File: src/rtl/core/smmd_pkg.sv
// Shared constants, register codes and types of the min/max scope decimator.
package smmd_pkg;

	localparam int RING_DEPTH  = 32768;
	localparam int SAMPLE_BITS = 16;
	localparam int RING_AW     = $clog2(RING_DEPTH);

	localparam int WS_W    = 15;
	localparam int SPP_W   = 19;
	localparam int SPP_FRAC = 8;
	localparam int YOFF_W  = 12;
	localparam int YGAIN_W = 11;
	localparam int COL_W   = 12;
	localparam int Y_W     = 14;
	localparam int CNT_W   = SPP_W + 1 - SPP_FRAC;
	localparam int BASE_W  = COL_W + SPP_W - SPP_FRAC;
	localparam int SUM_W   = BASE_W + 2;
	localparam int MUL_W   = 20;
	localparam int PROD_W  = 2 * MUL_W;

	localparam int IN_W    = 32;
	localparam int OUT_W   = COL_W + 2 * Y_W;
	localparam int PADDR_W = 4;
	localparam int PDATA_W = 32;

	localparam logic REQ_PUSH   = 1'b0;
	localparam logic REQ_COLUMN = 1'b1;

	localparam logic [1:0] REG_WINDOW_START = 2'd0;
	localparam logic [1:0] REG_SPP_Q8       = 2'd1;
	localparam logic [1:0] REG_Y_OFFSET     = 2'd2;
	localparam logic [1:0] REG_Y_GAIN       = 2'd3;

	localparam logic [WS_W-1:0]    WINDOW_START_RST = WS_W'(30720);
	localparam logic [SPP_W-1:0]   SPP_Q8_RST       = SPP_W'(1024);
	localparam logic [YOFF_W-1:0]  Y_OFFSET_RST     = YOFF_W'(240);
	localparam logic [YGAIN_W-1:0] Y_GAIN_RST       = YGAIN_W'(239);

	typedef struct packed {
		logic [WS_W-1:0]    window_start;
		logic [SPP_W-1:0]   spp_q8;
		logic [YOFF_W-1:0]  y_offset;
		logic [YGAIN_W-1:0] y_gain;
	} cfg_t;

	typedef struct packed {
		logic               en;
		logic [RING_AW-1:0] addr;
	} rd_req_t;

	// Packed so that column sits in the lowest bits.
	typedef struct packed {
		logic [Y_W-1:0]   second_y;
		logic [Y_W-1:0]   first_y;
		logic [COL_W-1:0] column;
	} res_t;

endpackage

File: src/rtl/core/smmd_core.sv
// Column sequencer: ring scan, min/max tracking and the shared multiplier.
module smmd_core (
	input  logic                          clk,
	input  logic                          arst_n,
	input  logic                          start,
	input  logic [smmd_pkg::COL_W-1:0]    pixel_index,
	input  smmd_pkg::cfg_t                cfg,
	input  logic [smmd_pkg::RING_AW-1:0]  write_pointer,
	output smmd_pkg::rd_req_t             rd_req,
	input  logic [smmd_pkg::SAMPLE_BITS-1:0] rd_data,
	output logic                          idle,
	output logic                          res_valid,
	input  logic                          res_ready,
	output smmd_pkg::res_t                res
);
	import smmd_pkg::*;

	localparam logic [2:0] ST_IDLE    = 3'd0;
	localparam logic [2:0] ST_MUL     = 3'd1;
	localparam logic [2:0] ST_ADDR    = 3'd2;
	localparam logic [2:0] ST_SCAN    = 3'd3;
	localparam logic [2:0] ST_DRAIN   = 3'd4;
	localparam logic [2:0] ST_SCALE_A = 3'd5;
	localparam logic [2:0] ST_SCALE_B = 3'd6;
	localparam logic [2:0] ST_DONE    = 3'd7;

	logic [2:0]                    state_q;
	logic [COL_W-1:0]              col_q;
	logic signed [PROD_W-1:0]      prod_q;
	logic [RING_AW-1:0]            addr_q;
	logic [CNT_W-1:0]              left_q;
	logic                          vld_q;
	logic                          first_q;
	logic                          min_later_q;
	logic signed [SAMPLE_BITS-1:0] mn_q;
	logic signed [SAMPLE_BITS-1:0] mx_q;
	logic [Y_W-1:0]                y_first_q;

	logic signed [MUL_W-1:0]       mul_a;
	logic signed [MUL_W-1:0]       mul_b;
	logic signed [PROD_W-1:0]      prod;
	logic signed [SAMPLE_BITS-1:0] cur;
	logic [SPP_W:0]                spp_up;
	logic [CNT_W-1:0]              n_raw;
	logic [SUM_W-1:0]              base_sum;

	// Screen y is the zero level minus the product floored by the Q1.15 scale.
	function automatic logic [Y_W-1:0] to_screen(input logic signed [PROD_W-1:0] p,
			input logic [YOFF_W-1:0] off);
		logic [Y_W-1:0] q;
		q = p[SAMPLE_BITS-1 +: Y_W];
		return Y_W'(off) - q;
	endfunction

	assign cur      = signed'(rd_data);
	assign spp_up   = (SPP_W + 1)'(cfg.spp_q8) + (SPP_W + 1)'(255);
	assign n_raw    = spp_up[SPP_W -: CNT_W];
	assign base_sum = SUM_W'(write_pointer) + SUM_W'(cfg.window_start)
		+ SUM_W'(prod_q[SPP_FRAC +: BASE_W]);

	always_comb begin
		mul_a = '0;
		mul_b = MUL_W'(cfg.y_gain);
		unique case (state_q)
			ST_MUL: begin
				mul_a = MUL_W'(col_q);
				mul_b = MUL_W'(cfg.spp_q8);
			end
			ST_SCALE_A: mul_a = MUL_W'(min_later_q ? mx_q : mn_q);
			ST_SCALE_B: mul_a = MUL_W'(min_later_q ? mn_q : mx_q);
			default: mul_a = '0;
		endcase
	end

	assign prod = mul_a * mul_b;

	assign rd_req.en   = (state_q == ST_SCAN);
	assign rd_req.addr = addr_q;
	assign idle        = (state_q == ST_IDLE);
	assign res_valid   = (state_q == ST_DONE);
	assign res.column   = col_q;
	assign res.first_y  = y_first_q;
	assign res.second_y = to_screen(prod_q, cfg.y_offset);

	always_ff @(posedge clk or negedge arst_n) begin
		if (!arst_n) begin
			state_q <= ST_IDLE;
			vld_q   <= 1'b0;
			first_q <= 1'b0;
		end else begin
			vld_q <= rd_req.en;
			unique case (state_q)
				ST_IDLE: begin
					if (start) begin
						state_q <= ST_MUL;
					end
				end
				ST_MUL:   state_q <= ST_ADDR;
				ST_ADDR: begin
					first_q <= 1'b1;
					state_q <= ST_SCAN;
				end
				ST_SCAN: begin
					if (left_q <= CNT_W'(1)) begin
						state_q <= ST_DRAIN;
					end
				end
				ST_DRAIN:   state_q <= ST_SCALE_A;
				ST_SCALE_A: state_q <= ST_SCALE_B;
				ST_SCALE_B: state_q <= ST_DONE;
				ST_DONE: begin
					if (res_ready) begin
						state_q <= ST_IDLE;
					end
				end
				default: state_q <= ST_IDLE;
			endcase
			if (vld_q) begin
				first_q <= 1'b0;
			end
		end
	end

	always_ff @(posedge clk) begin
		if (state_q == ST_IDLE && start) begin
			col_q <= pixel_index;
		end
		if (state_q == ST_MUL || state_q == ST_SCALE_A || state_q == ST_SCALE_B) begin
			prod_q <= prod;
		end
		if (state_q == ST_SCALE_B) begin
			y_first_q <= to_screen(prod_q, cfg.y_offset);
		end
		if (state_q == ST_ADDR) begin
			addr_q <= base_sum[RING_AW-1:0];
			left_q <= (n_raw == '0) ? CNT_W'(1) : n_raw;
		end else if (state_q == ST_SCAN) begin
			addr_q <= addr_q + RING_AW'(1);
			left_q <= left_q - CNT_W'(1);
		end
		// Read data arrives in the cycle after the read request.
		if (vld_q) begin
			if (first_q) begin
				mn_q        <= cur;
				mx_q        <= cur;
				min_later_q <= 1'b0;
			end else if (cur > mx_q) begin
				mx_q        <= cur;
				min_later_q <= 1'b0;
			end else if (cur < mn_q) begin
				mn_q        <= cur;
				min_later_q <= 1'b1;
			end
		end
	end

endmodule

File: config.mk
export PLATFORM = sky130hd
export DESIGN_NAME = smmd_core
export DESIGN_NICKNAME = d
export VERILOG_FILES = /design/src/rtl/core/smmd_pkg.sv /design/src/rtl/core/smmd_core.sv
export SDC_FILE = /design/constraint.sdc
export NUM_CORES = 1
export LEC_CHECK = 0
export BUFFER_PORTS_ARGS = -buffer_cell sky130_fd_sc_hd__buf_2
export CAP_MARGIN = 40
export CELL_PAD_IN_SITES_DETAIL_PLACEMENT = 1
export CELL_PAD_IN_SITES_GLOBAL_PLACEMENT = 2
export CORE_MARGIN = 5
export CORE_UTILIZATION = 43
export CTS_BUF_LIST = sky130_fd_sc_hd__clkbuf_4 sky130_fd_sc_hd__clkbuf_8
export CTS_CLUSTER_SIZE = 10
export DETAILED_ROUTE_END_ITERATION = 6
export PLACE_DENSITY = 0.95
export SKIP_LAST_GASP = 1
export SYNTH_ARGS = -nofsm -noshare
export SYNTH_HDL_FRONTEND = slang
export SYNTH_SLANG_ARGS = --single-unit
export TNS_END_PERCENT = 20
File: constraint.sdc
create_clock -name clk -period 22.1 [get_ports clk]
set_input_delay 2.21 -clock clk [delete_from_list [all_inputs] [get_ports clk]]
set_output_delay 2.21 -clock clk [all_outputs]
set_load 0.005 [all_outputs]
==> impl_metrics.toml <==
[global_routing]
first_global_vias = 14921
overflow = 0
grt_max_degree = 49
track_usage_pct = 22.9
grt_pass1_wl_um = 79300
antenna_found_initial = 0

[route]
vias_per_cell = 5.27
ant_nets = 0
drc = 0
drtIter0Drc = 735
drt-pass1-iter-count = 5
vias = 12970
wl_per_cell_um = 19.7
wl_um = 48400

[cells_and_area]
drive_gt1_share_pct = 11.8
diodes = 0
nFillCells = 4560
area_growth_syn_to_layout_pct = 10.6
layout.nets = 2466
fin_cells = 2459

[worst_setup_path]
timing.rr.end = "prod_q[25]$_DFFE_PP_"
reg2reg_depth = 26
arrival_ns = 8.73
cp-endpoint = "prod_q[25]$_DFFE_PP_"
r2r_slack_ns = 13.66
end_kind = "register"
worstSetupPathType = "in -> reg"
cp_data_required_time_ns = 22.30
crit_path_max_fanout = 16
crit_path_start_kind = "input pin"
startpoint = "cfg[25]"
r2r_start = "state_q[1]$_DFFE_PN0P_"

[synthesis]
ys_warn_count = 0
ys_types = 65
ys.flop_type = "edfxtp_1"
synth-seq-cells = 112
ys_seq_area_share_pct = 19.6
synth_top_area_share_pct = 33.2
synth_area_leaders = "fa_1 33%, edfxtp_1 19%, ha_1 11%"
syn_inst = 1776
synth-edff-count = 107
synthArstFlopShare_pct = 4.46
synth.cell_area_um2 = 17000
syn_area_per_cell_um2 = 9.58
synth_top_cell_by_area = "fa_1"

[floorplanning]
fp.dieW_um = 209
core_um2 = 38900
num_io_pins = 162
die_y_um = 209
rows = 72
initial_core_util_pct = 43.7
fp.dieArea_um2 = 43700

[placed_design]
numPortBuffers = 161
gp_congestion = 0.862
dp_hpwl_um = 40600
placed_cells = 2443

[timing]
setup_viol = 0
rsz0062_at_grt = "no"
period_needed_ns = 8.53
worst_pin_slew_ns = 0.838
fmax_mhz = 117
fin_crit_sh_pct = 38.6
clock_skew_ns = 0.0268
fin_setup_tns_ns = 0
slew_headroom_pct = 44.1
hold_violations = 0
slew_violations = 0
hold_ws_ns = 0.485

[clocking]
clk_pin_slew_worst_paths_ns = 0.13
cts_setup_buffers = 0
cts_hold_buf = 0
cts.sinks = 112
tritoncts = "done"
ctsResizeCount = 0
clock_path_buffers = 2
numCtsBuffers = 9
clk_latency_ns = 0.45
cts-root-buf = "clkbuf_8"
htreeDepth = 3

[outcome]
status = "complete, no violations"

[min_path]
hp-class = "reg -> reg"

[job]
drv_cap = 0
-- metal layers --
| metal | global-route usage (%) | wire length [µm] | vias to the layer above |
|---|---|---|---|
| met5 | 0 | 0 | - |
| met1 | 27.4 | 19000 | 6646 |
| met2 | 41.4 | 25100 | 316 |
| li1 | - | - | 5916 |
| met3 | 4.33 | 2650 | 92 |
| met4 | 7.99 | 1650 | 0 |
-- Yosys cell counts (19+ instances only) --
| cell | instances |
|---|---|
| a221o_1 | 23 |
| fa_1 | 282 |
| nand2_1 | 113 |
| nand3_1 | 22 |
| nand2b_1 | 27 |
| edfxtp_1 | 107 |
| o21ai_0 | 19 |
| ha_1 | 144 |
| a21oi_1 | 58 |
| clkbuf_1 | 49 |
| a21o_1 | 20 |
| xor2_1 | 31 |
| xnor2_1 | 60 |
| nor2_1 | 244 |
| inv_1 | 391 |
-- through the flow --
step / area, µm² / utilization [%] / worst slack [ns]
finish: 18800 / 48.4 / 13.57
global route: 18800 / 48.4 / 13.14
CTS: 18800 / 48.4 / 13.58
detailed placement: 18600 / 47.8 / 13.07
global placement: 18500 / 47.6 / 13.31
floorplan: 17100 / - / 13.48
-- cell type report --
type / instances / area [µm²] / share of cell area (%)
Clock buffer: 9 / 124 / 0.658
Clock inverter: 7 / 85.1 / 0.452
Timing Repair Buffer: 190 / 1090 / 5.77
Multi-Input combinational cell: 1232 / 12100 / 64.2
Sequential cell: 112 / 3340 / 17.7
Inverter: 391 / 1470 / 7.80
Tap cell: 518 / 648 / 3.44
-- how the worst min path moves through the flow --
stage / startpoint / to / depth (start not counted)
after global routing: vld_q$_DFF_PN0_ / first_q$_DFFE_PN0P_ / 1
after CTS: vld_q$_DFF_PN0_ / first_q$_DFFE_PN0P_ / 1
after detailed placement: vld_q$_DFF_PN0_ / first_q$_DFFE_PN0P_ / 1
after floorplan: vld_q$_DFF_PN0_ / first_q$_DFFE_PN0P_ / 1
after global placement: vld_q$_DFF_PN0_ / first_q$_DFFE_PN0P_ / 1
final: vld_q$_DFF_PN0_ / first_q$_DFFE_PN0P_ / 1
-- placed cells by master (no fill, tap or decap), types with 5 or more instances in the layout --
cell / count
inv_1: 391
fa_1: 282
nor2_1: 244
buf_2: 161
ha_1: 144
nand2_1: 113
edfxtp_1: 107
xnor2_1: 60
a21oi_1: 58
xor2_1: 31
nand2b_1: 27
buf_4: 24
a221o_1: 23
nand3_1: 22
a21o_1: 20
o21ai_0: 19
conb_1: 15
nor3_1: 14
and2_1: 12
nor2b_1: 12
a32oi_1: 10
mux2i_1: 10
o21a_1: 10
and3_1: 9
clkbuf_8: 9
a221oi_1: 8
nor4_1: 8
a32o_1: 7
nand4_1: 7
mux2_2: 5
a211oi_1: 5
dfrtp_1: 5
-- kinds of logic (layout without fill, tap and decap cells) --
kind of cell / after synthesis / in the layout / synth area share (%)
AO/OA/AOI/OAI: 199 / 199 / 8.57
XOR/XNOR: 91 / 91 / 4.68
adder cells (fa/ha/maj): 426 / 426 / 43.8
buffers and inverters: 445 / 597 / 9.84
flip-flops: 112 / 112 / 19.6
multiplexers: 19 / 19 / 1.18
other: 2 / 15 / 0.0441
AND/OR/NAND/NOR: 482 / 482 / 12.3
-- flip-flops by register name, indices dropped and copies added, names as in the netlist --
name	cells
addr_q	15
vld_q	1
mx_q	16
mn_q	16
left_q	12
first_q	1
y_first_q	14
prod_q	21
state_q	3
min_later_q	1
col_q	12
-- critical path, cell delays in order --
cell	delay [ns]
buf_2	0.10
mux2i_1	0.14
buf_4	0.25
nand2b_1	0.19
inv_1	0.10
fa_1	0.49
fa_1	0.52
inv_1	0.06
fa_1	0.53
inv_1	0.06
fa_1	0.48
fa_1	0.52
fa_1	0.50
inv_1	0.06
fa_1	0.50
inv_1	0.04
ha_1	0.35
a21o_1	0.20
a21o_1	0.18
a21o_1	0.19
a21o_1	0.18
a21o_1	0.17
a221oi_1	0.42
o21bai_1	0.12
xor2_1	0.15
Power is left out: the tool's default activity adds up to more than one toggle a clock period on the data nets, which glitch-free logic cannot reach.
